==> config.mk <==
export PLATFORM = sky130hd
export DESIGN_NAME = avl_fifo
export DESIGN_NICKNAME = d
export VERILOG_FILES = /design/src/hdl/avl_pkg.sv /design/src/hdl/avl_fifo.sv
export SDC_FILE = /design/constraint.sdc
export NUM_CORES = 1
export LEC_CHECK = 0
export BUFFER_PORTS_ARGS = -buffer_cell sky130_fd_sc_hd__buf_2
export CORE_AREA = 2 2 139 141
export DETAILED_ROUTE_END_ITERATION = 8
export DIE_AREA = 0 0 141 143
export PLACE_DENSITY = 0.79
export SYNTH_ARGS = -nofsm -noshare
export SYNTH_HDL_FRONTEND = slang
export SYNTH_SLANG_ARGS = --single-unit
export TNS_END_PERCENT = 50
==> constraint.sdc <==
create_clock -name clk -period 2.4 [get_ports clk]
set_input_delay 0.36 -clock clk [delete_from_list [all_inputs] [get_ports clk]]
set_output_delay 0.36 -clock clk [all_outputs]
set_load 0.005 [all_outputs]
==> src/hdl/avl_pkg.sv <==
// Shared types and constants of the audio VU level meter.
`default_nettype none
package avl_pkg;

	localparam int ENERGY_W    = 48;
	localparam int CNT_W       = 13;
	localparam int ACC_W       = 25;
	localparam int QUEUE_DEPTH = 4;
	localparam int QPTR_W      = 2;
	localparam int DIVD_W      = 48;
	localparam int DIVS_W      = 17;

	localparam logic [ENERGY_W-1:0] ENERGY_MAX   = '1;
	localparam logic [17:0]         LOG_K        = 18'd197283;
	localparam logic signed [17:0]  FS_OFFSET    = 18'sd23119;
	localparam logic signed [15:0]  ANGLE_RESET  = -16'sd11520;

	typedef enum logic [2:0] {
		CFG_ANGLE_MIN  = 3'd0,
		CFG_ANGLE_MAX  = 3'd1,
		CFG_DB_FLOOR   = 3'd2,
		CFG_DB_CEILING = 3'd3,
		CFG_ATTACK     = 3'd4,
		CFG_RELEASE    = 3'd5,
		CFG_GAIN       = 3'd6
	} cfg_idx_t;

	typedef struct packed {
		logic signed [15:0] angle_min;
		logic signed [15:0] angle_max;
		logic signed [14:0] db_floor;
		logic signed [14:0] db_ceiling;
		logic [15:0]        attack_coef;
		logic [15:0]        release_coef;
		logic [2:0]         gain_shift;
	} cfg_t;

	// one finished block handed from front to back
	typedef struct packed {
		logic [ENERGY_W-1:0] energy;
		logic [CNT_W-1:0]    count;
	} blk_t;

	typedef struct packed {
		logic              start;
		logic [DIVD_W-1:0] dividend;
		logic [DIVS_W-1:0] divisor;
	} div_req_t;

	typedef struct packed {
		logic              done;
		logic [DIVD_W-1:0] quotient;
	} div_rsp_t;

endpackage
`default_nettype wire

==> src/hdl/avl_fifo.sv <==
// Short block queue between front and back end.
`default_nettype none
module avl_fifo (
	input  wire logic          clk,
	input  wire logic          arst_n,
	input  wire logic          push,
	input  wire avl_pkg::blk_t push_data,
	input  wire logic          pop,
	output logic               empty,
	output logic               space_ok,
	output avl_pkg::blk_t      head
);
	import avl_pkg::*;

	blk_t              mem [QUEUE_DEPTH];
	logic [QPTR_W-1:0] wr_q, rd_q;
	logic [QPTR_W:0]   fill_q;

	assign empty    = (fill_q == '0);
	// two items may still be in flight inside the front end
	assign space_ok = (fill_q <= (QPTR_W+1)'(QUEUE_DEPTH - 3));
	assign head     = mem[rd_q];

	always_ff @(posedge clk) begin
		if (push) mem[wr_q] <= push_data;
	end

	always_ff @(posedge clk or negedge arst_n) begin
		if (!arst_n) begin
			wr_q   <= '0;
			rd_q   <= '0;
			fill_q <= '0;
		end else begin
			if (push) wr_q <= wr_q + 1'b1;
			if (pop)  rd_q <= rd_q + 1'b1;
			fill_q <= fill_q + (QPTR_W+1)'(push) - (QPTR_W+1)'(pop);
		end
	end

endmodule
`default_nettype wire

After elaboration in Yosys (flattened, before gate mapping)

Memory sizes are Yosys's and may differ from the RTL's.
Index checks and enable logic that the tools add are counted.

Bits in registers: 7
Memory bits (writable): 244
Input port bits: 65
Output and inout bits: 63
Logic and storage cells: 12
Memories kept: 1

Memories:

| memory | depth | bits a word | read ports | clocked after Yosys merged registers in | wr ports | line           | text |
|---|---|---|---|---|---|---|---|
| mem    | 4     | 61          | 1          | 0                                       | 1        | avl_fifo.sv:15 | `blk_t mem [QUEUE_DEPTH];` |

Add/sub/neg operators: 4
Order comparisons: 1
Muxes and demuxes: 2
Reductions and logical operators: 1

Operators by type and width:

| kind                | count |
|---|---|
| $add 2x1->2 const B | 2 |
| $add 3x1->3         | 1 |
| $le 3x1->1 const B  | 1 |
| $logic_not 3->1     | 1 |
| $sub 3x1->3         | 1 |
| $mux 1              | 2 |

Depth between registers and ports, before layout

Depth in word-level cells: 2
Depth in mapped cells: 7
Depth with buffers taken out: 7

Worst setup path before layout

Ideal clock, no wire load.

Path kind: register to register
Start point: reg wr_q[0]
End point: mem mem[2][0] in the netlist's numbering (enable)
Library setup time: 0.425 ns
Arrival time: 2.054 ns
Data required time: 1.975 ns
Setup slack: -0.079 ns
Stages on the path, launching flop included: 4
Buffers on the path: 0
Clock period less this slack: 2.479 ns
Cell sequence: dfrtp_1 > inv_1 > ha_1 > and2_1

RTL lines:

| item                   | line           | text |
|---|---|---|
| from (decl)            | avl_fifo.sv:16 | `logic [QPTR_W-1:0] wr_q, rd_q;` |
| from (signal assigned) | avl_fifo.sv:34 | `if (push) wr_q <= wr_q + 1'b1;` |
| to (decl)              | avl_fifo.sv:15 |  |

Straight into the memory's write port.

==> results_dict.tcl <==
set metrics [dict create \
    syn_nets 431 \
    ys_seq_elements 251 \
    period_needed_ns 2.34 \
    grt_setup_unrepaired "yes" \
    drt-met1-wl_um 6700 \
    dp.cells 716 \
    instances_no_fill 768 \
    hold_viol_final 0 \
    cts_tree "built" \
    wirelength_um 16800 \
    gp_congestion 0.648 \
    finalNetCount 587 \
    placed_area_sq_mm 0.0102 \
    rows 50 \
    yosys_warnings 0 \
    clock_path_buffers 3 \
    top_layer_used "met4" \
    antenna_left 0 \
    status "complete, no violations" \
    syn_area_per_cell_sq_um 26.0 \
    hp-class "in -> reg" \
    cts_made_buffers 26 \
    crit_arrival_ns 1.98 \
    die_x_um 141 \
    hpwl_um 10100 \
    synth_cell_types 17 \
    crit_required_ns 2.04 \
    wl_per_cell_um 21.9 \
    max_freq_mhz 428 \
    vias 4149 \
    relSlewSlack 0.703 \
    area_growth_pct 20.6 \
    seq_area_frac_synth 0.807 \
    clk_latency_ns 0.52 \
    portBuffers 127 \
    die_h_um 143 \
    htreeDepth 1 \
    first_pass_iters 6 \
    grt_pass1_wl_um 25400 \
    drc 0 \
    route.met2.wl_um 8860 \
    route.met3.wl_um 981 \
    critPathKind "reg -> out" \
    period_share 0.974 \
    track_usage 0.166 \
    worst_slew_pin_slew_ns 0.446 \
    grt_max_degree 52 \
    vias_per_cell 5.40 \
    drtIter0Drc 265 \
    grt_overflow 0 \
    drive_gt1_frac 0.455 \
    ir_worst_vdd_uv 773 \
    syn_inst 357 \
    die_area_sq_mm 0.0202 \
    syn_area_sq_mm 0.00930 \
    critPathMaxFanout 25 \
    preCtsSetupSlack_ns 0.488 \
    finClkSkew_ns 0.0135 \
    clk_pin_slew_ns 0.06 \
    worstSetupEndpointType "output port" \
    root_buffer "clkbuf_16" \
    ios 128 \
    p_leak_uw 0.00392 \
    fin_area_sq_mm 0.0112 \
    clock-sinks 251 \
    max-cap-violations 0 \
    grt_antenna_before_repair 2 \
    start_kind "register" \
    initial_core_util 0.500 \
    core_sq_mm 0.0186 \
    drv_slew 0 \
    finalSetupViolations 0 \
    setup_ws_ns 0.0628 \
    p_total_uw 13800 \
    grt_pass1_vias 4572 \
    power_density_mw_per_mm2 1230 \
]
power by group:
| group | total, uW | internal [uW] | switching, uW |
|---|---|---|---|
| Clock | 4050 | 2480 | 1570 |
| Combinational | 3770 | 1950 | 1820 |
| Sequential | 6020 | 5750 | 270 |
Yosys cell counts:
| cell type | instances | area (sq um) |
|---|---|---|
| a32o_1 | 1 | 10.0 |
| xor2_1 | 3 | 26.3 |
| xnor2_1 | 1 | 8.76 |
| nor3_1 | 1 | 5.00 |
| and2_1 | 4 | 25.0 |
| mux4_1 | 3 | 78.8 |
| nand2_1 | 3 | 11.3 |
| edfxtp_1 | 244 | 7330 |
| inv_1 | 8 | 30.0 |
| fa_1 | 1 | 20.0 |
| o21ai_0 | 1 | 5.00 |
| ha_1 | 8 | 100 |
| buf_12 | 6 | 120 |
| dfrtp_1 | 7 | 175 |
| buf_2 | 7 | 35.0 |
| mux4_2 | 58 | 1310 |
| buf_6 | 1 | 11.3 |
cells by family after synthesis:
group,synth area share
DFF,0.807
muxes,0.149
buffers and inverters,0.0211
and+or+nand+nor,0.00444
AOI/OAI and AO/OA,0.00161
adders and majority gates,0.0129
xor gates and xnor gates,0.00377
worst paths after layout:
check                        endpoint     startpoint  slack, ns  depth (start not counted)
min reg2reg                   wr_q[0]        wr_q[0]       0.54                          1
min in group asynchronous     rd_q[0]         arst_n       0.22                          2
min                        mem[3][38]  push_data[38]       0.06                          1
max                          head[15]        rd_q[0]       0.06                          3
max in group asynchronous     rd_q[1]         arst_n       2.00                          2
max reg2reg                mem[2][60]        wr_q[0]       0.61                          4
placed cells by master (no fill, tap or decap):
master         instances
buf_4                  5
buf_2                122
clkinv_1               6
dlygate4sd3_1          1
mux4_2                58
xor2_1                 3
buf_16                 1
xnor2_1                1
diode_2                2
inv_6                  2
fa_1                   1
clkinvlp_4             1
edfxtp_1             244
mux4_1                 3
nand2_1                3
buf_12                 5
o21ai_0                1
clkinv_2               3
ha_1                   8
clkbuf_16             28
clkbuf_1               4
buf_6                  7
bufinv_16              4
dfrtp_1                5
inv_1                  8
nor3_1                 1
a32o_1                 1
dfrtp_4                2
and2_4                 4
critical path, cell delays in order (launching register included):
cell and delay (ns):
dfrtp_4 0.48, clkbuf_16 0.29, mux4_2 0.54, buf_2 0.15
layer usage:
metal	global-route usage	vias to the layer above
li1	-	1845
met1	0.201	2162
met2	0.300	118
met3	0.0412	24
met4	0.0426	0
met5	0	-
flip-flops by register name, indices dropped and copies added, names as in the netlist:
register,cells
mem,244
fill_q,3
wr_q,2
rd_q,2
final cells by class:
type                    instances  area [sq um]
flip-flops and latches        251          7510
fillers                      1308          7370
multi-input cells              84          1610
repair buffers                142           890
clock buffers                  31           691
well taps                     234           293
clock inverters                16           183
inverters                       8          30.0
diodes                          2          5.00
repair_timing:
| item | 4_1_cts | 5_1_grt |
|---|---|---|
| endpoints found under the hold margin | 7 | 0 |
| hold buffers | 1 | 0 |
| setup endpoints to repair | 49 | 51 |
| setup buffers | 0 | 1 |
| resized for setup | 2 | 5 |
| cloned | 0 | 1 |
metrics by stage:
stage	setup TNS [ns]	utilization	hold slack (ns)
finish	0	0.603	0.0560
global route	-0.0978	0.603	0.0363
CTS	-1.08	0.599	0.0305
detailed placement	0	0.551	0.204
global placement	0	0.551	0.196
floorplan	-3.50	-	0.0644
No activity file was read; power rests on OpenSTA's default activity.
