[src/hdl/avl_pkg.sv]
// Shared types and constants of the audio VU level meter.
`default_nettype none
package avl_pkg;

	localparam int ENERGY_W    = 48;
	localparam int CNT_W       = 13;
	localparam int ACC_W       = 25;
	localparam int QUEUE_DEPTH = 4;
	localparam int QPTR_W      = 2;
	localparam int DIVD_W      = 48;
	localparam int DIVS_W      = 17;

	localparam logic [ENERGY_W-1:0] ENERGY_MAX   = '1;
	localparam logic [17:0]         LOG_K        = 18'd197283;
	localparam logic signed [17:0]  FS_OFFSET    = 18'sd23119;
	localparam logic signed [15:0]  ANGLE_RESET  = -16'sd11520;

	typedef enum logic [2:0] {
		CFG_ANGLE_MIN  = 3'd0,
		CFG_ANGLE_MAX  = 3'd1,
		CFG_DB_FLOOR   = 3'd2,
		CFG_DB_CEILING = 3'd3,
		CFG_ATTACK     = 3'd4,
		CFG_RELEASE    = 3'd5,
		CFG_GAIN       = 3'd6
	} cfg_idx_t;

	typedef struct packed {
		logic signed [15:0] angle_min;
		logic signed [15:0] angle_max;
		logic signed [14:0] db_floor;
		logic signed [14:0] db_ceiling;
		logic [15:0]        attack_coef;
		logic [15:0]        release_coef;
		logic [2:0]         gain_shift;
	} cfg_t;

	// one finished block handed from front to back
	typedef struct packed {
		logic [ENERGY_W-1:0] energy;
		logic [CNT_W-1:0]    count;
	} blk_t;

	typedef struct packed {
		logic              start;
		logic [DIVD_W-1:0] dividend;
		logic [DIVS_W-1:0] divisor;
	} div_req_t;

	typedef struct packed {
		logic              done;
		logic [DIVD_W-1:0] quotient;
	} div_rsp_t;

endpackage
`default_nettype wire

[src/hdl/avl_if.sv]
// Channel interfaces: samples in, levels out, register writes.
`default_nettype none


interface avl_level_if;
	logic               valid;
	logic               ready;
	logic signed [15:0] needle_angle;
	logic signed [14:0] level_db;
	modport source (output valid, needle_angle, level_db, input ready);
	modport sink   (input valid, needle_angle, level_db, output ready);
endinterface

`default_nettype wire

[src/hdl/avl_div.sv]
// Shared restoring divider, one quotient bit per cycle.
`default_nettype none
module avl_div (
	input  wire logic              clk,
	input  wire logic              arst_n,
	input  wire avl_pkg::div_req_t req,
	output avl_pkg::div_rsp_t      rsp
);
	import avl_pkg::*;

	logic              busy_q;
	logic              done_q;
	logic [5:0]        bit_q;
	logic [DIVS_W-1:0] div_q;
	logic [DIVS_W-1:0] rem_q;
	logic [DIVD_W-1:0] sh_q;
	logic [DIVS_W:0]   trial;
	logic              qbit;

	always_comb begin
		trial = {rem_q, sh_q[DIVD_W-1]};
		qbit  = (trial >= {1'b0, div_q});
	end

	assign rsp.quotient = sh_q;
	assign rsp.done     = done_q;

	always_ff @(posedge clk or negedge arst_n) begin
		if (!arst_n) begin
			busy_q <= 1'b0;
			bit_q  <= '0;
			div_q  <= '0;
			rem_q  <= '0;
			sh_q   <= '0;
			done_q <= 1'b0;
		end else begin
			done_q <= 1'b0;
			if (req.start) begin
				busy_q <= 1'b1;
				bit_q  <= 6'(DIVD_W - 1);
				div_q  <= req.divisor;
				rem_q  <= '0;
				sh_q   <= req.dividend;
			end else if (busy_q) begin
				rem_q <= qbit ? DIVS_W'(trial - {1'b0, div_q}) : trial[DIVS_W-1:0];
				sh_q  <= {sh_q[DIVD_W-2:0], qbit};
				bit_q <= bit_q - 1'b1;
				if (bit_q == '0) begin
					busy_q <= 1'b0;
					done_q <= 1'b1;
				end
			end
		end
	end

endmodule
`default_nettype wire

[src/hdl/avl_back.sv]
// Per-block back end: mean, log level, clamp, needle mapping and smoothing.
`default_nettype none
module avl_back (
	input  wire logic          clk,
	input  wire logic          arst_n,
	input  wire avl_pkg::cfg_t cfg_r,
	input  wire logic          empty,
	input  wire avl_pkg::blk_t head,
	output logic               pop,
	avl_level_if.source        levels
);
	import avl_pkg::*;

	typedef enum logic [3:0] {
		ST_IDLE, ST_MEAN, ST_NORM, ST_SQ_MUL, ST_SQ_ADJ, ST_LOG_MUL, ST_LVL,
		ST_CLAMP, ST_MAP_MUL, ST_MAP_DIV_GO, ST_MAP_DIV, ST_SM_MUL, ST_SM_ADD, ST_OUT
	} state_t;

	state_t                  state_q;
	div_req_t                dreq;
	div_rsp_t                drsp;

	logic [DIVD_W-1:0]       norm_q;
	logic [5:0]              e_q;
	logic [31:0]             m_q;
	logic [61:0]             prod_q;
	logic [15:0]             frac_q;
	logic [3:0]              step_q;
	logic [39:0]             p_q;
	logic signed [17:0]      lvl_q;
	logic signed [14:0]      lvl_c_q;
	logic signed [32:0]      num_q;
	logic                    neg_q;
	logic signed [18:0]      target_q;
	logic signed [36:0]      smp_q;
	logic signed [15:0]      sm_q;
	logic                    out_valid_q;
	logic signed [15:0]      out_angle_q;
	logic signed [14:0]      out_db_q;

	logic [31:0]             sq_t;
	logic [40:0]             pr;
	logic signed [17:0]      lvl_n, floor18, ceil18, clamp_n;
	logic signed [15:0]      span_l;
	logic signed [16:0]      span_a;
	logic [15:0]             den;
	logic [32:0]             mag;
	logic [17:0]             q;
	logic signed [18:0]      qs;
	logic signed [19:0]      dlt;
	logic [15:0]             coef;
	logic signed [20:0]      stepv;

	avl_div u_div (.clk(clk), .arst_n(arst_n), .req(dreq), .rsp(drsp));

	always_comb begin
		floor18 = 18'(cfg_r.db_floor);
		ceil18  = 18'(cfg_r.db_ceiling);
		sq_t    = prod_q[61:30];
		pr      = {1'b0, p_q} + 41'(24'h800000);
		lvl_n   = $signed({1'b0, pr[40:24]}) - FS_OFFSET;
		clamp_n = (lvl_q > ceil18) ? ceil18 : lvl_q;
		clamp_n = (clamp_n < floor18) ? floor18 : clamp_n;
		span_l  = 16'(lvl_c_q) - 16'(cfg_r.db_floor);
		span_a  = 17'(cfg_r.angle_max) - 17'(cfg_r.angle_min);
		den     = 16'(ceil18 - floor18);
		mag     = num_q[32] ? 33'(-num_q) : 33'(num_q);
		q       = drsp.quotient[17:0];
		qs      = neg_q ? -$signed({1'b0, q}) : $signed({1'b0, q});
		dlt     = 20'(target_q) - 20'(sm_q);
		coef    = (dlt > 20'sd0) ? cfg_r.attack_coef : cfg_r.release_coef;
		stepv   = 21'((smp_q + 37'sd32768) >>> 16);

		pop           = (state_q == ST_IDLE) && !empty;
		dreq.start    = pop || (state_q == ST_MAP_DIV_GO);
		dreq.dividend = (state_q == ST_IDLE) ? head.energy
		                                     : DIVD_W'({mag, 1'b0}) + DIVD_W'(den);
		dreq.divisor  = (state_q == ST_IDLE) ? DIVS_W'(head.count) : {den, 1'b0};
	end

	assign levels.valid        = out_valid_q;
	assign levels.needle_angle = out_angle_q;
	assign levels.level_db     = out_db_q;

	always_ff @(posedge clk or negedge arst_n) begin
		if (!arst_n) begin
			state_q     <= ST_IDLE;
			norm_q      <= '0;
			e_q         <= '0;
			m_q         <= '0;
			prod_q      <= '0;
			frac_q      <= '0;
			step_q      <= '0;
			p_q         <= '0;
			lvl_q       <= '0;
			lvl_c_q     <= '0;
			num_q       <= '0;
			neg_q       <= 1'b0;
			target_q    <= '0;
			smp_q       <= '0;
			sm_q        <= ANGLE_RESET;
			out_valid_q <= 1'b0;
			out_angle_q <= '0;
			out_db_q    <= '0;
		end else begin
			if (out_valid_q && levels.ready && (state_q != ST_OUT)) out_valid_q <= 1'b0;
			unique case (state_q)
				ST_IDLE: begin
					if (pop) state_q <= ST_MEAN;
				end
				ST_MEAN: begin
					if (drsp.done) begin
						if (drsp.quotient == '0) begin
							lvl_q   <= floor18;
							state_q <= ST_CLAMP;
						end else begin
							norm_q  <= drsp.quotient;
							e_q     <= 6'(DIVD_W - 1);
							state_q <= ST_NORM;
						end
					end
				end
				ST_NORM: begin
					if (norm_q[DIVD_W-1]) begin
						m_q     <= {1'b0, norm_q[DIVD_W-1:DIVD_W-31]};
						frac_q  <= '0;
						step_q  <= '0;
						state_q <= ST_SQ_MUL;
					end else begin
						norm_q <= norm_q << 1;
						e_q    <= e_q - 1'b1;
					end
				end
				ST_SQ_MUL: begin
					prod_q  <= m_q[30:0] * m_q[30:0];
					state_q <= ST_SQ_ADJ;
				end
				ST_SQ_ADJ: begin
					m_q    <= sq_t[31] ? {1'b0, sq_t[31:1]} : sq_t;
					frac_q <= {frac_q[14:0], sq_t[31]};
					step_q <= step_q + 1'b1;
					state_q <= (step_q == 4'hF) ? ST_LOG_MUL : ST_SQ_MUL;
				end
				ST_LOG_MUL: begin
					p_q     <= {e_q, frac_q} * LOG_K;
					state_q <= ST_LVL;
				end
				ST_LVL: begin
					lvl_q   <= lvl_n;
					state_q <= ST_CLAMP;
				end
				ST_CLAMP: begin
					lvl_c_q <= clamp_n[14:0];
					if (ceil18 <= floor18) begin
						target_q <= 19'(cfg_r.angle_min);
						state_q  <= ST_SM_MUL;
					end else begin
						state_q <= ST_MAP_MUL;
					end
				end
				ST_MAP_MUL: begin
					num_q   <= span_l * span_a;
					state_q <= ST_MAP_DIV_GO;
				end
				ST_MAP_DIV_GO: begin
					neg_q   <= num_q[32];
					state_q <= ST_MAP_DIV;
				end
				ST_MAP_DIV: begin
					if (drsp.done) begin
						target_q <= 19'(cfg_r.angle_min) + qs;
						state_q  <= ST_SM_MUL;
					end
				end
				ST_SM_MUL: begin
					smp_q   <= dlt * $signed({1'b0, coef});
					state_q <= ST_SM_ADD;
				end
				ST_SM_ADD: begin
					sm_q    <= sm_q + stepv[15:0];
					state_q <= ST_OUT;
				end
				ST_OUT: begin
					if (!out_valid_q || levels.ready) begin
						out_valid_q <= 1'b1;
						out_angle_q <= sm_q;
						out_db_q    <= lvl_c_q;
						state_q     <= ST_IDLE;
					end
				end
				default: state_q <= ST_IDLE;
			endcase
		end
	end

endmodule
`default_nettype wire

[src/flat_wrapper.sv]
// flat-port wrapper written by rule: the top's interface ports become plain ports
module avl_back_flat import avl_pkg::*;
  (clk, arst_n, cfg_r, empty, head, pop, levels_valid, levels_needle_angle, levels_level_db, levels_ready);
  avl_level_if levels_i ();
  input  wire logic clk;
  input  wire logic arst_n;
  input  wire avl_pkg::cfg_t cfg_r;
  input  wire logic empty;
  input  wire avl_pkg::blk_t head;
  output logic pop;
  output wire logic [$bits(levels_i.valid)-1:0] levels_valid;
  output wire logic [$bits(levels_i.needle_angle)-1:0] levels_needle_angle;
  output wire logic [$bits(levels_i.level_db)-1:0] levels_level_db;
  input wire logic [$bits(levels_i.ready)-1:0] levels_ready;
  assign levels_valid = levels_i.valid;
  assign levels_needle_angle = levels_i.needle_angle;
  assign levels_level_db = levels_i.level_db;
  assign levels_i.ready = levels_ready;
  avl_back u_core (.clk(clk), .arst_n(arst_n), .cfg_r(cfg_r), .empty(empty), .head(head), .pop(pop), .levels(levels_i));
endmodule
[config.mk]
export PLATFORM = sky130hd
export DESIGN_NAME = avl_back_flat
export DESIGN_NICKNAME = d
export VERILOG_FILES = /design/src/hdl/avl_pkg.sv /design/src/hdl/avl_if.sv /design/src/hdl/avl_div.sv /design/src/hdl/avl_back.sv /design/src/flat_wrapper.sv
export SDC_FILE = /design/constraint.sdc
export NUM_CORES = 2
export LEC_CHECK = 0
export ABC_AREA = 1
export BUFFER_PORTS_ARGS = -buffer_cell sky130_fd_sc_hd__buf_2
export CORE_MARGIN = 2
export CORE_UTILIZATION = 30
export DETAILED_ROUTE_END_ITERATION = 6
export GPL_TIMING_DRIVEN = 0
export SLEW_MARGIN = 20
export SYNTH_ARGS = -nofsm -noshare
export SYNTH_HDL_FRONTEND = slang
export SYNTH_SLANG_ARGS = --single-unit
[constraint.sdc]
create_clock -name clk -period 7.75 [get_ports clk]
set_clock_uncertainty 0.05 [all_clocks]
set_input_delay 0.775 -clock clk [delete_from_list [all_inputs] [get_ports clk]]
set_output_delay 0.775 -clock clk [all_outputs]
set_load 0.05 [all_outputs]
Word-level counts from Yosys, hierarchy flattened
Cells that the tools add are included.
- bits in registers: 467
- latch bits: 0
- RAM bits: 0
- ROM bits: 0
- input bits: 162
- memories: 0
- add/sub/neg operators: 16
- multiply operators: 4
- divide/modulo/power cells: 0
- $lt $le $gt $ge: 5
- equality and inequality tests: 24
- shift operators: 0
- mux-type cells: 53
- bitwise operators: 0
- reductions and logical operators: 22
- operators by type and width (cell ; count):
    $mux 48 ; 6
    $pmux 48 s2 ; 1
    $mux 17 ; 4
    $mul 31x31->62 ; 1
    $mux 31 ; 2
    $pmux 31 s2 ; 1
    $mux 19 ; 3
    $pmux 4 s14 ; 1
    $mux 18 ; 3
    $logic_not 48->1 ; 1
    $add 40x24->41 const B ; 1
    $mul 22x18->40 const B ; 1
    $pmux 19 s2 ; 1
    $pmux 18 s2 ; 1
    $add 34x16->35 ; 1
    $mul 16x17->33 ; 1
    $mux 33 ; 1
    $neg 33->33 ; 1
    $add 32x17->32 const B ; 1
    $mul 20x17->32 ; 1
    $mux 16 ; 2
    $pmux 16 s2 ; 1
    $sub 15x15->16 ; 2
    $mux 6 ; 5
    38 further kinds ; 81

Logic depth before layout (Yosys ltp)
- word-level depth: 5
- depth in mapped cells: 49
- depth with buffers taken out: 47

Cells and area by module
Synthesis repeated with hierarchy kept, for this count alone.
- cells, all modules: 10219
- area total of the unflattened synthesis: 81077.8 um^2
- modules (own cells, without submodules) (module ; times used ; cells an instance ; area each (um^2)):
    avl_back ; 1 ; 9563 ; 75949.1
    avl_div ; 1 ; 656 ; 5128.7

Worst setup path after synthesis
OpenSTA, ideal clock, no wires.
- path kind: in2reg
- from: input port cfg_r[83] (netlist name)
- to: register u_core.num_q[29]
- library setup time: 0.135 ns
- arrival: 7.855 ns
- required time: 7.565 ns
- path slack: -0.290 ns
- stages on the path: 41
- path through: inv_1 > ha_1 > a21oi_1 > and2_1 > o221ai_1 > nand2_1 > nand2_1 > a21oi_1 > or2_1 > nand2_1 > a21oi_1 > or2_1 > nand2_1 > a21oi_1 > or2_2 > nand2_2 > inv_1 > buf_2 > [5 not listed] > fa_1 > inv_1 > fa_1 > inv_1 > fa_1 > inv_1 > fa_1 > ha_1 > a21oi_1 > o21ai_0 > a21oi_1 > inv_1 > a21o_1 > a21oi_1 > o21ai_0 > a31oi_1 > xor2_1 > o21ai_0
- word-level cells in the longest chain between the ends: 2
- RTL lines (element ; line ; RTL):
    start: declaration ; flat_wrapper.sv:7 ; input wire avl_pkg::cfg_t cfg_r;
    $sub 16x16->17 ; avl_back.sv:65 ; span_a = 17'(cfg_r.angle_max) - 17'(cfg_r.angle_min);
    $mul 16x17->33 ; avl_back.sv:162 ; num_q <= span_l * span_a;
    end signal: assignment ; avl_back.sv:162 ;
    end: declaration ; avl_back.sv:32 ; logic signed [32:0] num_q;
Every way passes these cells.
A chain may end at the register's enable or synchronous reset.

Final worst setup path
- from: register u_core.sm_q[8]
- to: register u_core.smp_q[24]
- word-level cells in the longest chain between the ends: 4
- RTL lines (element ; line ; RTL):
    start: declaration ; avl_back.sv:36 ; logic signed [15:0] sm_q;
    start signal: assignment ; avl_back.sv:180 ; sm_q <= sm_q + stepv[15:0];
    $sub 19x16->20 (*) ; avl_back.sv:70 ; dlt = 20'(target_q) - 20'(sm_q);
    $gt 20x1->1 ; avl_back.sv:71 ; coef = (dlt > 20'sd0) ? cfg_r.attack_coef : cfg_r.release_coef;
    $mux 16 ; avl_back.sv:71 ;
    $mul 20x17->32 (*) ; avl_back.sv:176 ; smp_q <= dlt * $signed({1'b0, coef});
    end signal: assignment ; avl_back.sv:176 ;
    end: declaration ; avl_back.sv:35 ; logic signed [36:0] smp_q;
Mark *: on every way between the ends. The rest lies on a longest branch, timed or not.

==> impl.org <==
** Outcome
- The run finished, with violations left.
- Failing checks :: negative setup slack

** Placed design
- Final weighted congestion in routability-driven placement :: between 0.9 and 1
- Post-Place Cells :: 13.6k
- The HPWL after detailed placement is 224 mm.
- The count of buffers added on input and output ports is 191.
- Worst slack after detailed placement :: -2.22 ns

** Finish
- At the end of the flow, the number of nets in the layout was 12.7k.
- Synthesis-to-finish area growth :: 16.1%
- Post-route core utilization :: 35.0%
- Excluding fillers, the count of instances in the completed layout stands at 14.0k.
- Cells with a size suffix above 1 make up 13.2% of the layout.

** Setup path
- Critical path startpoint :: u_core.sm_q[8]
- CP max stage cell :: dfstp_2
- Arrival time at the worst endpoint :: 8.73 ns
- The critical path is of the flip-flop to flip-flop type.
- Along the worst path, the maximum fanout reaches 10.
- Maximum cell stage delay along the critical path :: ~0.57 ns
- The worst register-to-register path begins at u_core.sm_q[8].
- Most Frequent Cell on Critical Path :: fa_1
- Capturing element type of the critical path :: flip-flop
- Required arrival time at the worst endpoint :: 8.23 ns
- Type of element launching the critical path :: flip-flop

** Detailed routing
- In the final routed layout, each cell accounts on average for about 19 um.
- Mean number of vias per cell :: about 4.8
- Via total after detailed routing :: approximately 67k
- After detailed routing, the number of remaining DRC violations is 0.
- DRC violation total after the first TritonRoute iteration :: a little over 5k
- Post-DRT Antenna Nets :: 0
- Wires add up to about 270 mm.
- Iteration count of the initial detailed-routing pass :: 7

** Timing
- Setup slack on the critical path of the routed design comes to -0.496 ns.
- The worst path uses 106% of the clock period.
- Setup repair after global routing could not meet its margin everywhere.
- Fmax :: about 0.12 GHz
- The count of final max-slew check failures was 0.
- Worst slew slack as a fraction of its limit :: between 20% and 30%
- Post-layout min period :: around 8 ns
- Smallest hold slack :: 0.0945 ns
- Number of setup violations in the final report :: 21
- For the pin with the worst max-slew slack, the measured transition is approximately 1.2 ns.
- Count of final hold-check violations :: 0

** Clocking
- Counting the buffers created by CTS gives 49.
- For the worst-skew pair, the clock arrives at the later sink with an insertion delay of between 0.6 and 0.7 ns.
- In this run, post-CTS hold repair placed 0 buffers.
- Clock-pin slew was measured on the worst setup and hold paths at approximately 0.060 ns.
- Clock tree root buffer cell :: clkbuf_16
- Buffer levels on the longest clock path :: 3
- The H-tree was split into 2 levels.
- For this design, the sink count on the clock tree is 399.
- TritonCTS built the clock tree.

** Yosys
- Netlist area before placement :: roughly 0.08 sq mm
- For this run, the register share of the synthesized area comes to approximately 12%.
- Count of yosys warnings during synthesis :: 0
- The synthesized design contains 0 enable-type register cells.
- Netlist cell types :: 70
- Syn avg cell area :: roughly 8 sq um
- In the synthesized netlist, the number of instances is 9,896.
- Register bit count reported by yosys :: approximately 400
- Leading register cell type out of synthesis :: dfrtp_1
- Synthesis produced a netlist with a net count of 12.2k.
- In the synthesized netlist the async set-or-reset flop fraction comes to 100%.

** Floorplanning
- Row generation in the floorplan step produced ~190 rows.
- Vertical die dimension :: around 520 um
- roughly 200 I/O pins were placed.
- Overall die area :: between 0.2 and 0.3 sq mm
- The core region is 0.265 sq mm.
- In this run the horizontal extent of the chip is 521 um.
- Initial core utilization :: between 30% and 40%

** Global routing
- Global routing consumed, over all layers together, around a fifth of the routing resources.
- The first global-routing pass estimated ~410 mm of wire.
- Global routing finished with a remaining overflow of 0.
- The number of antenna violations at the first check in global routing was 33.
- Vias in the first global route :: around 68k
- Largest net degree at the start of global routing :: between 90 and 100

** Job
- Max cap viols :: 0

** Hold path
- The tightest min-delay check is of the input pin to async pin type.
kinds of logic after synthesis:
| logic type | after synthesis | share of synthesized area [%] |
|---|---|---|
| mux | 15 | 0.211 |
| simple gates | 2926 | 15.0 |
| compound gates | 1221 | 8.89 |
| fa+ha+maj | 2176 | 47.1 |
| buf+inv | 2930 | 13.8 |
| flops | 399 | 12.5 |
| xor+xnor | 229 | 2.51 |
flip-flops by register name, indices dropped and copies added, names as in the netlist, 4 cells and up:
name,count
u_core.norm_q,48
u_core.u_div.sh_q,48
u_core.num_q,33
u_core.prod_q,32
u_core.m_q,31
u_core.target_q,19
u_core.lvl_q,18
u_core.p_q,17
u_core.smp_q,17
u_core.u_div.div_q,17
u_core.u_div.rem_q,17
u_core.frac_q,16
u_core.levels.needle_angle,16
u_core.sm_q,16
u_core.levels.level_db,15
u_core.lvl_c_q,15
u_core.e_q,6
u_core.u_div.bit_q,6
u_core.state_q,4
u_core.step_q,4
Yosys cell counts (20+ instances only):
library cell     n  area [sq um]
fa_1          1391         27800
a21o_1          20           150
o22ai_1         81           507
clkbuf_1       212           796
inv_1         2632          9880
nand2_2         24           150
nand2_1       1803          6770
buf_2           26           130
a22oi_1         82           616
o21ai_0        427          2140
xor2_1         140          1230
a31oi_1         30           188
o21bai_1        28           210
o211ai_1        30           225
ha_1           785          9820
nor3_1          56           280
dfrtp_1        394          9860
nor4_1          23           144
clkinv_1        23          86.3
o21a_1          20           150
xnor2_1         89           780
o221ai_1        30           263
a21oi_1        381          1910
nand3_1        237          1190
or2_2           67           419
nor2_1         606          2270
nand4_1         55           344
worst max-delay path: cells and delay by family (launching register included):
family          cells  cell delay [ns]
compound gates      8             1.53
fa+ha+maj           8             3.48
buf+inv            10             0.89
flops               1             0.57
simple gates       17             1.60
placed cells by master, fill, tap and decap left out, drive strengths merged, types with 20 or more instances in the layout:
master    instances
nand4            56
or2              74
a31oi            30
clkinv           32
nand2          1833
inv            2634
o22ai            81
xnor2            89
a21o             20
nor2            616
a21oi           383
o211ai           30
o21ai           447
nand3           239
buf             528
dfrtp           394
a22oi            82
fa             1391
nor4             24
clkbuf          229
ha              785
o21bai           29
xor2            140
o221ai           30
o21a             20
clkinvlp         24
nor3             60
per-stage QoR:
step / area (sq um) / setup TNS, ns
6_report: 92900 / -5.88
3_5_place_dp: 85800 / -73.03
5_1_grt: 92900 / -13.52
3_3_place_gp: 85700 / -1100.97
2_1_floorplan: 80300 / -0.0184
4_1_cts: 90900 / -3.13
layout make-up:
type / instances / area (sq um)
clock inverter: 20 / 233
multi-input combinational: 6567 / 61700
sequential: 399 / 10000
buffer: 250 / 1630
antenna: 18 / 45.0
clock buffer: 67 / 1420
inverter: 2673 / 10200
tap: 3533 / 4420
timing repair buffer: 441 / 3260
fill: 27825 / 172000
final timing paths:
| kind | endpoint | slack, ns | depth (start not counted) |
|---|---|---|---|
| setup / recovery | u_core.smp_q[24] | -0.50 | 43 |
| hold / removal | u_core.levels.level_db[3] | 0.09 | 1 |
| setup reg to reg | u_core.smp_q[24] | -0.50 | 43 |
| hold reg to reg | u_core.sm_q[15] | 0.43 | 2 |
| max in group asynchronous | u_core.m_q[13] | 6.26 | 3 |
| min in group clk | u_core.u_div.sh_q[43] | 0.31 | 3 |
what timing repair did:
action,CTS,global route
gates cloned,1,1
setup buffers,153,95
endpoints found under the setup margin,71,63
pin swaps,157,199
endpoints found under the hold margin,0,0
gates resized for setup,614,482
per-layer routing:
| layer | part of all wire, % | global-route usage (%) | up-vias |
|---|---|---|---|
| li1 | - | - | 30890 |
| met1 | 42 | 26.1 | 32784 |
| met2 | 46 | 32.1 | 2385 |
| met3 | 7.7 | 3.66 | 503 |
| met4 | 4.5 | 7.34 | 20 |
| met5 | 0.043 | 0 | - |
Power is left out: the tool's default activity adds up to more than one toggle a clock period on the data nets, which glitch-free logic cannot reach.
