`config.mk`:
```
export PLATFORM = sky130hd
export DESIGN_NAME = avl_front_flat
export DESIGN_NICKNAME = d
export VERILOG_FILES = /design/src/hdl/avl_pkg.sv /design/src/hdl/avl_if.sv /design/src/hdl/avl_front.sv /design/src/flat_wrapper.sv
export SDC_FILE = /design/constraint.sdc
export NUM_CORES = 1
export LEC_CHECK = 0
export BUFFER_PORTS_ARGS = -buffer_cell sky130_fd_sc_hd__buf_2
export CELL_PAD_IN_SITES_DETAIL_PLACEMENT = 2
export CELL_PAD_IN_SITES_GLOBAL_PLACEMENT = 2
export CORE_MARGIN = 10
export CORE_UTILIZATION = 41
export CTS_CLUSTER_DIAMETER = 50
export DETAILED_ROUTE_END_ITERATION = 6
export PLACE_DENSITY = 0.8
export REMOVE_ABC_BUFFERS = 1
export SLEW_MARGIN = 20
export SYNTH_ARGS = -nofsm -noshare
export SYNTH_HDL_FRONTEND = slang
export SYNTH_SLANG_ARGS = --single-unit
```
`constraint.sdc`:
```
create_clock -name clk -period 10.7 [get_ports clk]
set_input_delay 2.14 -clock clk [delete_from_list [all_inputs] [get_ports clk]]
set_output_delay 2.14 -clock clk [all_outputs]
set_load 0.02 [all_outputs]
```
`src/hdl/avl_pkg.sv`:
```
// Shared types and constants of the audio VU level meter.
`default_nettype none
package avl_pkg;

	localparam int ENERGY_W    = 48;
	localparam int CNT_W       = 13;
	localparam int ACC_W       = 25;
	localparam int QUEUE_DEPTH = 4;
	localparam int QPTR_W      = 2;
	localparam int DIVD_W      = 48;
	localparam int DIVS_W      = 17;

	localparam logic [ENERGY_W-1:0] ENERGY_MAX   = '1;
	localparam logic [17:0]         LOG_K        = 18'd197283;
	localparam logic signed [17:0]  FS_OFFSET    = 18'sd23119;
	localparam logic signed [15:0]  ANGLE_RESET  = -16'sd11520;

	typedef enum logic [2:0] {
		CFG_ANGLE_MIN  = 3'd0,
		CFG_ANGLE_MAX  = 3'd1,
		CFG_DB_FLOOR   = 3'd2,
		CFG_DB_CEILING = 3'd3,
		CFG_ATTACK     = 3'd4,
		CFG_RELEASE    = 3'd5,
		CFG_GAIN       = 3'd6
	} cfg_idx_t;

	typedef struct packed {
		logic signed [15:0] angle_min;
		logic signed [15:0] angle_max;
		logic signed [14:0] db_floor;
		logic signed [14:0] db_ceiling;
		logic [15:0]        attack_coef;
		logic [15:0]        release_coef;
		logic [2:0]         gain_shift;
	} cfg_t;

	// one finished block handed from front to back
	typedef struct packed {
		logic [ENERGY_W-1:0] energy;
		logic [CNT_W-1:0]    count;
	} blk_t;

	typedef struct packed {
		logic              start;
		logic [DIVD_W-1:0] dividend;
		logic [DIVS_W-1:0] divisor;
	} div_req_t;

	typedef struct packed {
		logic              done;
		logic [DIVD_W-1:0] quotient;
	} div_rsp_t;

endpackage
`default_nettype wire

```
`src/hdl/avl_if.sv`:
```
// Channel interfaces: samples in, levels out, register writes.
`default_nettype none
interface avl_sample_if;
	logic               valid;
	logic               ready;
	logic signed [15:0] sample;
	logic               block_end;
	modport source (output valid, sample, block_end, input ready);
	modport sink   (input valid, sample, block_end, output ready);
endinterface

`default_nettype wire

```
`src/hdl/avl_front.sv`:
```
// Per-sample front end: DC removal, gain, squaring and block energy sum.
`default_nettype none
module avl_front #(
	parameter int MAX_BLOCK_SAMPLES = 256
) (
	input  wire logic         clk,
	input  wire logic         arst_n,
	avl_sample_if.sink        samples,
	input  wire logic [2:0]   gain_shift,
	input  wire logic         space_ok,
	output logic              push,
	output avl_pkg::blk_t     push_data
);
	import avl_pkg::*;

	logic                   accept;
	logic signed [ACC_W-1:0] acc_q, shr, acc_n;
	logic signed [15:0]     filt;
	logic [CNT_W-1:0]       cnt_q, cnt_n;
	logic                   blk_last;

	logic                   valid_s1;
	logic signed [15:0]     filt_s1;
	logic                   last_s1;
	logic [CNT_W-1:0]       cnt_s1;

	logic [2:0]             g;
	logic signed [20:0]     scaled;
	logic signed [41:0]     sq;
	logic [ENERGY_W:0]      sum;
	logic [ENERGY_W-1:0]    energy_q, energy_n;

	assign samples.ready = space_ok;
	assign accept = samples.valid & samples.ready;

	always_comb begin
		shr      = acc_q >>> 8;
		acc_n    = acc_q - shr + ACC_W'(samples.sample);
		filt     = samples.sample - 16'(acc_n >>> 8);
		cnt_n    = cnt_q + 1'b1;
		blk_last = samples.block_end | (cnt_n == CNT_W'(MAX_BLOCK_SAMPLES));
	end

	// stage 2: square and saturating accumulate
	always_comb begin
		g        = (gain_shift > 3'd4) ? 3'd4 : gain_shift;
		scaled   = 21'(filt_s1) <<< g;
		sq       = scaled * scaled;
		sum      = {1'b0, energy_q} + (ENERGY_W+1)'(sq[39:0]);
		energy_n = sum[ENERGY_W] ? ENERGY_MAX : sum[ENERGY_W-1:0];
	end

	always_ff @(posedge clk or negedge arst_n) begin
		if (!arst_n) begin
			acc_q    <= '0;
			cnt_q    <= '0;
			valid_s1 <= 1'b0;
			filt_s1  <= '0;
			last_s1  <= 1'b0;
			cnt_s1   <= '0;
			energy_q <= '0;
			push     <= 1'b0;
			push_data <= '0;
		end else begin
			valid_s1 <= accept;
			push     <= 1'b0;
			if (accept) begin
				acc_q   <= acc_n;
				cnt_q   <= blk_last ? '0 : cnt_n;
				filt_s1 <= filt;
				last_s1 <= blk_last;
				cnt_s1  <= cnt_n;
			end
			if (valid_s1) begin
				if (last_s1) begin
					push             <= 1'b1;
					push_data.energy <= energy_n;
					push_data.count  <= cnt_s1;
					energy_q         <= '0;
				end else begin
					energy_q <= energy_n;
				end
			end
		end
	end

endmodule
`default_nettype wire

```
`src/flat_wrapper.sv`:
```
// flat-port wrapper written by rule: the top's interface ports become plain ports
module avl_front_flat import avl_pkg::*;
#(
	parameter int MAX_BLOCK_SAMPLES = 256
)
  (clk, arst_n, gain_shift, space_ok, push, push_data, samples_valid, samples_sample, samples_block_end, samples_ready);
  avl_sample_if samples_i ();
  input  wire logic clk;
  input  wire logic arst_n;
  input  wire logic [2:0] gain_shift;
  input  wire logic space_ok;
  output logic push;
  output avl_pkg::blk_t push_data;
  input wire logic [$bits(samples_i.valid)-1:0] samples_valid;
  input wire logic [$bits(samples_i.sample)-1:0] samples_sample;
  input wire logic [$bits(samples_i.block_end)-1:0] samples_block_end;
  output wire logic [$bits(samples_i.ready)-1:0] samples_ready;
  assign samples_i.valid = samples_valid;
  assign samples_i.sample = samples_sample;
  assign samples_i.block_end = samples_block_end;
  assign samples_ready = samples_i.ready;
  avl_front #(.MAX_BLOCK_SAMPLES(MAX_BLOCK_SAMPLES)) u_core (.clk(clk), .arst_n(arst_n), .samples(samples_i), .gain_shift(gain_shift), .space_ok(space_ok), .push(push), .push_data(push_data));
endmodule
```
==> results.md, run 1 <==
| Metric | Reported |
|:---|:---|
| Post-Synthesis Mean Instance Area | 8.811 µm² |
| Last step reached | 5_1_grt |
| Post-synthesis share of cell area spent on and, or, nand and nor gates | 12.38% |
| Post-synthesis cell area | 26,400 µm² |
| Number of flops mapped to enable cells by yosys | 0 |
| Synth cell types | 74 |
| H-Tree Level Count | 4 |
| Share of the synthesized area in compound gates (AO/OA/AOI/OAI) | 12.34% |
| Floorplan die height | 273.7 µm |
| Weighted congestion at the end of routability-driven global placement | 0.9382 |
| Count of port buffers added during placement | 86 |
| Largest area contributor in the synthesized netlist | fa_1 |
| Global route overflow | 14 |
| End pin of the worst setup path after global-route repair | u_core.push_data[15]$_DFFE_PN0P_/D |
| Post-synthesis xor/xnor area fraction | 4.313% |
| Main combinational cell family by area after synthesis | adder cells |
| Synth top area share | 32.46% |
| Primary flip-flop cell chosen by synthesis mapping | dfrtp_1 |
| Initial cell density of the core | 41.62% |
| Synth Area in Adders | 42.18% |
| Root buf cell | clkbuf_16 |
| Pin category terminating the worst setup path after the last repair | register input |
| Total track usage | 60.06% |
| Count of yosys warnings during synthesis | 0 |
| Mux cell area share after synthesis | 0.9859% |
| Part of the Yosys area used for sequential elements | 16.97% |
| Clock Sinks | 179 |
| Worst slack at placement | -2.433 ns |
| Number of buffers on the longest clock path | 2 |
| Ys async rst share | 100.0% |
| Number of placement rows | 92 |
| HPWL after detailed placement | 89,630 µm |
| Hold Buf Count CTS | 0 |
| Width of the die | 273.7 µm |
| Synthesis-stage register bit count | 179 |
| I/O Pins | 87 |
| Pin count of the biggest net entering global routing | 107 |
| Tool error | [ERROR GRT-0232] Routing congestion too high. Check the congestion heatmap in the GUI. |
| Number of cells produced by synthesis | 2,996 |
| Outcome | did not finish |
| Number of buffers added by the clock tree synthesis step | 17 |
| Ranking of synthesized cells by area | fa_1, dfrtp_1, ha_1, inv_1, nand2_1 |
[metrics by stage]
stage | std cells | setup TNS, ns | util (%) | cell area [µm²] | hold slack, ns
4_1_cts | 4376 | -54.24 | 53.77 | 34100 | 0.4873
3_5_place_dp | 4279 | -191.06 | 48.70 | 30890 | 0.4650
3_3_place_gp | 4279 | -127.38 | 48.70 | 30890 | 0.4560
2_1_floorplan | 2907 | -140.53 | - | 26030 | 0.4386
[kinds of logic after synthesis]
group           Yosys count
fa+ha+maj               633
buf+inv                 754
compound gates          510
xor+xnor                130
simple gates            766
mux                      24
flops                   179
[cell usage after synthesis (all sizes together) (17+ instances only)]
| master | number |
|---|---|
| nor3 | 30 |
| o2bb2ai | 39 |
| a21oi | 115 |
| nand3 | 38 |
| and3 | 27 |
| o21ai | 172 |
| nor2 | 224 |
| a21o | 49 |
| inv | 658 |
| nor2b | 18 |
| mux2i | 17 |
| dfrtp | 179 |
| o21a | 25 |
| nand2 | 366 |
| a211oi | 18 |
| fa | 428 |
| xnor2 | 84 |
| xor2 | 46 |
| ha | 205 |
| clkbuf | 77 |
[routing by layer]
layer	global-route usage, %	overflow
met1	56.68	0
met3	36.11	0
met4	66.87	4
met2	83.85	10
met5	11.24	0
[what timing repair did]
item / CTS
pin swaps: 175
gates resized for setup: 493
cloned: 4
endpoints found under the setup margin: 96
buffers inserted: 66
hold endpoints to repair: 0
==> run 2, diff against run 1 <==
--- a/config.mk
+++ b/config.mk
@@ -6,13 +6,10 @@
 export NUM_CORES = 1
 export LEC_CHECK = 0
 export BUFFER_PORTS_ARGS = -buffer_cell sky130_fd_sc_hd__buf_2
-export CELL_PAD_IN_SITES_DETAIL_PLACEMENT = 2
-export CELL_PAD_IN_SITES_GLOBAL_PLACEMENT = 2
 export CORE_MARGIN = 10
-export CORE_UTILIZATION = 41
-export CTS_CLUSTER_DIAMETER = 50
+export CORE_UTILIZATION = 35
 export DETAILED_ROUTE_END_ITERATION = 6
-export PLACE_DENSITY = 0.8
+export PLACE_DENSITY_LB_ADDON = 0.15
 export REMOVE_ABC_BUFFERS = 1
 export SLEW_MARGIN = 20
 export SYNTH_ARGS = -nofsm -noshare
==> results.md, run 2 <==
| Metric | Reported |
|:---|:---|
| Count of yosys warnings during synthesis | 0 |
| Initial cell density of the core | 35.40% |
| Worst-case setup margin in the final layout | -0.3318 ns |
| Number of detailed-routing iterations run before antenna repair | 5 |
| Number of flops mapped to enable cells by yosys | 0 |
| Area overhead of the layout relative to synthesis | 27.84% |
| Largest area contributor in the synthesized netlist | fa_1 |
| Clock Sinks | 179 |
| Clock slew seen by the registers of the worst setup and hold paths | 0.08 ns |
| Worst path slowest cell | fa_1 |
| CP Data Required Time | 11.01 ns |
| Uppermost routed layer | met4 |
| Most common cell type on the critical path | fa_1 |
| Ratio of final minimum period to clock period | 103.1% |
| Count of port buffers added during placement | 86 |
| Floorplan die height | 294.6 µm |
| Global-route wire length before repair | 125,300 µm |
| Sum of met3 wire segment lengths after detailed routing | 2143 µm |
| Amount of wire on met2 after detailed routing | 38,120 µm |
| Synth cell types | 74 |
| Vias | 21.73k |
| Post-synthesis cell area | 26,400 µm² |
| Synth top area share | 32.46% |
| Highest fanout seen on the critical path | 8 |
| H-Tree Level Count | 4 |
| Type of the setup path with the least slack | input pin to flip-flop |
| Outcome | finished, violations left |
| Post-Synthesis Mean Instance Area | 8.811 µm² |
| RSZ-0062 raised after global routing | true |
| Routed met1 length | 35,840 µm |
| Number of buffers on the longest clock path | 2 |
| Share of post-route cells with drive strength above 1 | 25.26% |
| Final clock skew | 0.02871 ns |
| Tightest Hold Check Type | flip-flop to flip-flop |
| CP startpoint | gain_shift[0] |
| Width of the die | 294.6 µm |
| Hold Vio Cnt, Final | 0 |
| Worst stage delay on the critical path | 0.54 ns |
| Worst slack at placement | -1.687 ns |
| Fillers | 7,387 |
| Final Max Tran Viols | 0 |
| Antenna violations before repair | 0 |
| DRT Wirelength | 77,580 µm |
| Synthesis-stage register bit count | 179 |
| Highest achievable clock rate | 90.65 MHz |
| Primary flip-flop cell chosen by synthesis mapping | dfrtp_1 |
| Clock tree from TritonCTS | done |
| Max reg flops | 61 |
| Placed inst area | 31,130 µm² |
| Core region area | 74,570 µm² |
| Skew-Pair Late Insertion Delay | 0.48 ns |
| Most frequent cells in the layout | inv_1, buf_4, fa_1, nand2_1, ha_1 |
| Die Area | 86,800 µm² |
| Measured slew at the worst slew-check pin | 1.095 ns |
| Number of buffers added by the clock tree synthesis step | 17 |
| Final routed DRC violation total | 0 |
| Weighted congestion at the end of routability-driven global placement | 0.8977 |
| Pin count of the biggest net entering global routing | 104 |
| Ranking of synthesized cells by area | fa_1, dfrtp_1, ha_1, inv_1, nand2_1 |
| Failing checks | negative setup slack |
| Library cell with the highest instance count after synthesis | inv_1 |
| Hold_sp | u_core.push_data[5]$_DFFE_PN0P_ |
| Post-layout min period | 11.03 ns |
| Global route overflow | 0 |
| Biggest regs | u_core.push_data x61, u_core.energy_q x48, u_core.acc_q x25 |
| Most common cell after layout, fill and taps aside | inv_1 |
| Final instance area | 33,740 µm² |
| Critical path capture point type | flip-flop |
| First-iteration detailed-routing DRC count | 969 |
| Vias in the first global route | 23.31k |
| Wire length per cell | 17.27 µm |
| Root buf cell | clkbuf_16 |
| Register with the most flip-flops | u_core.push_data |
| Part of the Yosys area used for sequential elements | 16.97% |
| Antenna-violating nets left | 0 |
| Hold Slack | 0.4705 ns |
| HPWL after detailed placement | 63,500 µm |
| Startpoint types | input pin |
| Number of placement rows | 100 |
| Worst Path Arrival | 11.34 ns |
| Core occupancy in the finished layout | 45.25% |
| I/O Pins | 87 |
| Count of nets after finishing | 4,167 |
| Total track usage | 18.17% |
| Worst slew margin relative to its limit | 27.01% |
| Average vias per placed instance | 4.836 |
| Number of cells produced by synthesis | 2,996 |
| Ys async rst share | 100.0% |
| Top post-synthesis cells by count | inv_1, fa_1, nand2_1 |
| Final number of setup-violating endpoints | 96 |
| Hold Buf Count CTS | 0 |
| Max-cap violations | 0 |
| Worst reg2reg startpoint | u_core.filt_s1[2]$_DFFE_PN0P_ |
-- run 2: what timing repair did --
| action | in CTS | in global routing |
|---|---|---|
| gates resized for setup | 273 | 126 |
| cloned | 2 | 1 |
| buffers inserted | 27 | 16 |
| endpoints found under the setup margin | 96 | 96 |
| pin swaps | 123 | 64 |
| hold endpoints to repair | 0 | 0 |
-- run 2: cell type report --
| cell class | count | area (µm²) | area share, % |
|---|---|---|---|
| tap | 969 | 1212 | 3.593 |
| antenna | 1 | 2.502 | 0.007416 |
| multi-input combinational | 2063 | 20450 | 60.60 |
| inverter | 665 | 2522 | 7.475 |
| clock buffer | 17 | 425.4 | 1.261 |
| clock inverter | 15 | 211.5 | 0.6266 |
| sequential | 179 | 4479 | 13.27 |
| timing repair buffer | 584 | 4442 | 13.16 |
-- run 2: per-stage QoR --
step / cells / TNS (ns)
after floorplan: 2907 / -140.53
after global placement: 4416 / -134.30
after detailed placement: 4416 / -145.27
after CTS: 4476 / -14.68
after global routing: 4492 / -55.58
final: 4493 / -25.14
-- run 2: final timing paths --
check | endpoint | slack [ns] | depth (start not counted)
max | u_core.push_data[45]$_DFFE_PN0P_ | -0.33 | 46
min | u_core.push_data[5]$_DFFE_PN0P_ | 0.47 | 2
max reg2reg | u_core.push_data[55]$_DFFE_PN0P_ | 1.13 | 41
min reg2reg | u_core.push_data[5]$_DFFE_PN0P_ | 0.47 | 2
max in group asynchronous | u_core.energy_q[20]$_DFFE_PN0P_ | 7.03 | 3
min in group asynchronous | u_core.push_data[11]$_DFFE_PN0P_ | 1.63 | 1
-- run 2: layer usage --
metal,up-vias,global-route usage (%)
met5,-,0
met4,0,4.256
met3,72,1.896
met2,309,30.81
met1,10940,24.60
li1,10410,-
-- run 2: cell families after synthesis --
| group | count (synthesis) | synth area share, % |
|---|---|---|
| compound gates | 510 | 12.34 |
| mux | 24 | 0.9859 |
| flops | 179 | 16.97 |
| xor+xnor | 130 | 4.313 |
| simple gates | 766 | 12.38 |
| buf+inv | 754 | 10.84 |
| fa+ha+maj | 633 | 42.18 |
-- run 2: worst max-delay path, delay by kind of cell --
family,cells,cell delay (ns)
muxes,1,0.11
buffers and inverters,13,1.40
and+or+nand+nor,9,1.32
xor gates and xnor gates,1,0.18
adders and majority gates,9,4.16
AOI/OAI and AO/OA,13,1.98
Power of run 2 is left out: the tool's default activity adds up to more than one toggle a clock period on the data nets, which glitch-free logic cannot reach.
==> run 3, diff against run 2 <==
--- a/config.mk
+++ b/config.mk
@@ -7,8 +7,9 @@
 export LEC_CHECK = 0
 export BUFFER_PORTS_ARGS = -buffer_cell sky130_fd_sc_hd__buf_2
 export CORE_MARGIN = 10
-export CORE_UTILIZATION = 35
+export CORE_UTILIZATION = 55
 export DETAILED_ROUTE_END_ITERATION = 6
+export GPL_ROUTABILITY_DRIVEN = 0
 export PLACE_DENSITY_LB_ADDON = 0.15
 export REMOVE_ABC_BUFFERS = 1
 export SLEW_MARGIN = 20
==> results.md, run 3 (synthesized netlist as in run 2, its figures left out) <==
| Metric | Reported |
|:---|:---|
| Outcome | finished, violations left |
| Failing checks | negative setup slack |
| Most frequent cells in the layout | inv_1, buf_4, fa_1, nand2_1, ha_1 |
| Worst path slowest cell | fa_1 |
| I/O Pins | 87 |
| Worst slew margin relative to its limit | 17.96% |
| Root buf cell | clkbuf_16 |
| Final routed DRC violation total | 0 |
| Worst-case setup margin in the final layout | -0.1163 ns |
| Final number of setup-violating endpoints | 80 |
| Final clock skew | 0.01815 ns |
| Most common cell type on the critical path | fa_1 |
| Worst stage delay on the critical path | 0.55 ns |
| Sum of met3 wire segment lengths after detailed routing | 3608 µm |
| Final instance area | 33,430 µm² |
| Post-layout min period | 10.82 ns |
| Global-route wire length before repair | 118,800 µm |
| Global route overflow | 0 |
| Die Area | 57,160 µm² |
| Skew-Pair Late Insertion Delay | 0.47 ns |
| Most common cell after layout, fill and taps aside | inv_1 |
| Diode insertion count for antenna repair | 0 |
| First-iteration detailed-routing DRC count | 1,329 |
| Placed inst area | 30,640 µm² |
| Hold Buf Count CTS | 0 |
| Floorplan die height | 239.1 µm |
| Number of buffers added by the clock tree synthesis step | 17 |
| Pin count of the biggest net entering global routing | 104 |
| Wire length per cell | 17.87 µm |
| Tightest Hold Check Type | flip-flop to flip-flop |
| Number of buffers on the longest clock path | 2 |
| Cell depth of the worst min-delay path | 2 |
| Biggest regs | u_core.push_data x61, u_core.energy_q x48, u_core.acc_q x25 |
| Clock slew seen by the registers of the worst setup and hold paths | 0.08 ns |
| Core region area | 47,550 µm² |
| Startpoint types | input pin |
| RSZ-0062 raised after global routing | true |
| Worst R2R Path Depth | 37 |
| Highest fanout seen on the critical path | 8 |
| Average vias per placed instance | 5.409 |
| Vias | 22.39k |
| Hold Vio Cnt, Final | 0 |
| Highest achievable clock rate | 92.45 MHz |
| Share of post-route cells with drive strength above 1 | 26.18% |
| Ratio of final minimum period to clock period | 101.1% |
| Count of port buffers added during placement | 86 |
| Type of the setup path with the least slack | input pin to flip-flop |
| Cell total after placement | 4,055 |
| Final Max Tran Viols | 0 |
| Routed met1 length | 29,610 µm |
| Max reg flops | 61 |
| Count of nets after finishing | 4,169 |
| Vias in the first global route | 23.95k |
| Register with the most flip-flops | u_core.push_data |
| CP Data Required Time | 11.06 ns |
| Number of detailed-routing iterations run before antenna repair | 5 |
| Non-filler instance count after layout | 4,140 |
| Width of the die | 239.1 µm |
| HPWL after detailed placement | 59,300 µm |
| Total track usage | 25.94% |
| Clock Sinks | 179 |
| Hold Slack | 0.4745 ns |
| Uppermost routed layer | met5 |
| DRT Wirelength | 73,990 µm |
| Measured slew at the worst slew-check pin | 1.231 ns |
| Clock tree from TritonCTS | done |
| Critical path capture point type | flip-flop |
| Number of placement rows | 80 |
| H-Tree Level Count | 4 |
| Antenna violations before repair | 1 |
| Initial cell density of the core | 55.52% |
| Amount of wire on met2 after detailed routing | 37,990 µm |
| Max-cap violations | 0 |
| Antenna-violating nets left | 0 |
| Worst Path Arrival | 11.17 ns |
| Area overhead of the layout relative to synthesis | 26.65% |
| Total negative slack for setup checks | -5.173 ns |
==> run 3: cell count changes in the layout (fill, tap and decap cells not counted), sizes merged <==
cell / before / now
clkinv: 13 / 10
inv: 665 / 667
buf: 581 / 582
diode: 1 / 0
clkbuf: 20 / 21
clkinvlp: 2 / 3
==> run 3: repair_timing <==
item | 4_1_cts | 5_1_grt
endpoints found under the setup margin | 96 | 96
cloned | 0 | 4
hold endpoints to repair | 0 | 0
buffers inserted | 29 | 24
pin swaps | 124 | 116
resized for setup | 209 | 214
==> run 3: final timing paths <==
kind | slack [ns] | endpoint | startpoint
hold reg to reg | 0.47 | u_core.push_data[0]$_DFFE_PN0P_ | u_core.push_data[0]$_DFFE_PN0P_
hold / removal | 0.47 | u_core.push_data[0]$_DFFE_PN0P_ | u_core.push_data[0]$_DFFE_PN0P_
setup / recovery | -0.12 | u_core.push_data[33]$_DFFE_PN0P_ | gain_shift[0]
min in group asynchronous | 1.76 | u_core.cnt_s1[11]$_DFFE_PN0P_ | arst_n
max in group asynchronous | 7.69 | u_core.energy_q[24]$_DFFE_PN0P_ | arst_n
setup reg to reg | 1.33 | u_core.energy_q[45]$_DFFE_PN0P_ | u_core.filt_s1[0]$_DFFE_PN0P_
==> run 3: cell type report <==
class / count / area [µm²]
clock buffer: 17 / 425.4
clock inverter: 15 / 198.9
fill: 3598 / 14110
inverter: 665 / 2517
multi-input combinational: 2063 / 20520
sequential: 179 / 4479
tap: 615 / 769.5
timing repair buffer: 586 / 4519
==> run 3: per-stage QoR <==
step,setup WS [ns],utilization [%]
after floorplan,-1.687,-
after global placement,-1.506,64.44
after detailed placement,-1.789,64.44
after CTS,-0.01166,67.93
after global routing,-0.4334,70.31
final,-0.1163,70.31
==> run 3: metal layers <==
layer  vias to the layer above  GRT usage, %
met1                     11170         31.86
met3                       168         2.997
met5                         -             0
met2                       641         45.93
met4                         2         9.878
li1                      10420             -
==> run 3: worst max-delay path: cells and delay by family <==
family / cells / cell delay, ns
muxes: 2 / 0.52
adders and majority gates: 9 / 4.10
AOI/OAI and AO/OA: 9 / 1.74
and+or+nand+nor: 8 / 0.98
buffers and inverters: 15 / 1.69
Power of run 3 is left out for the same reason.
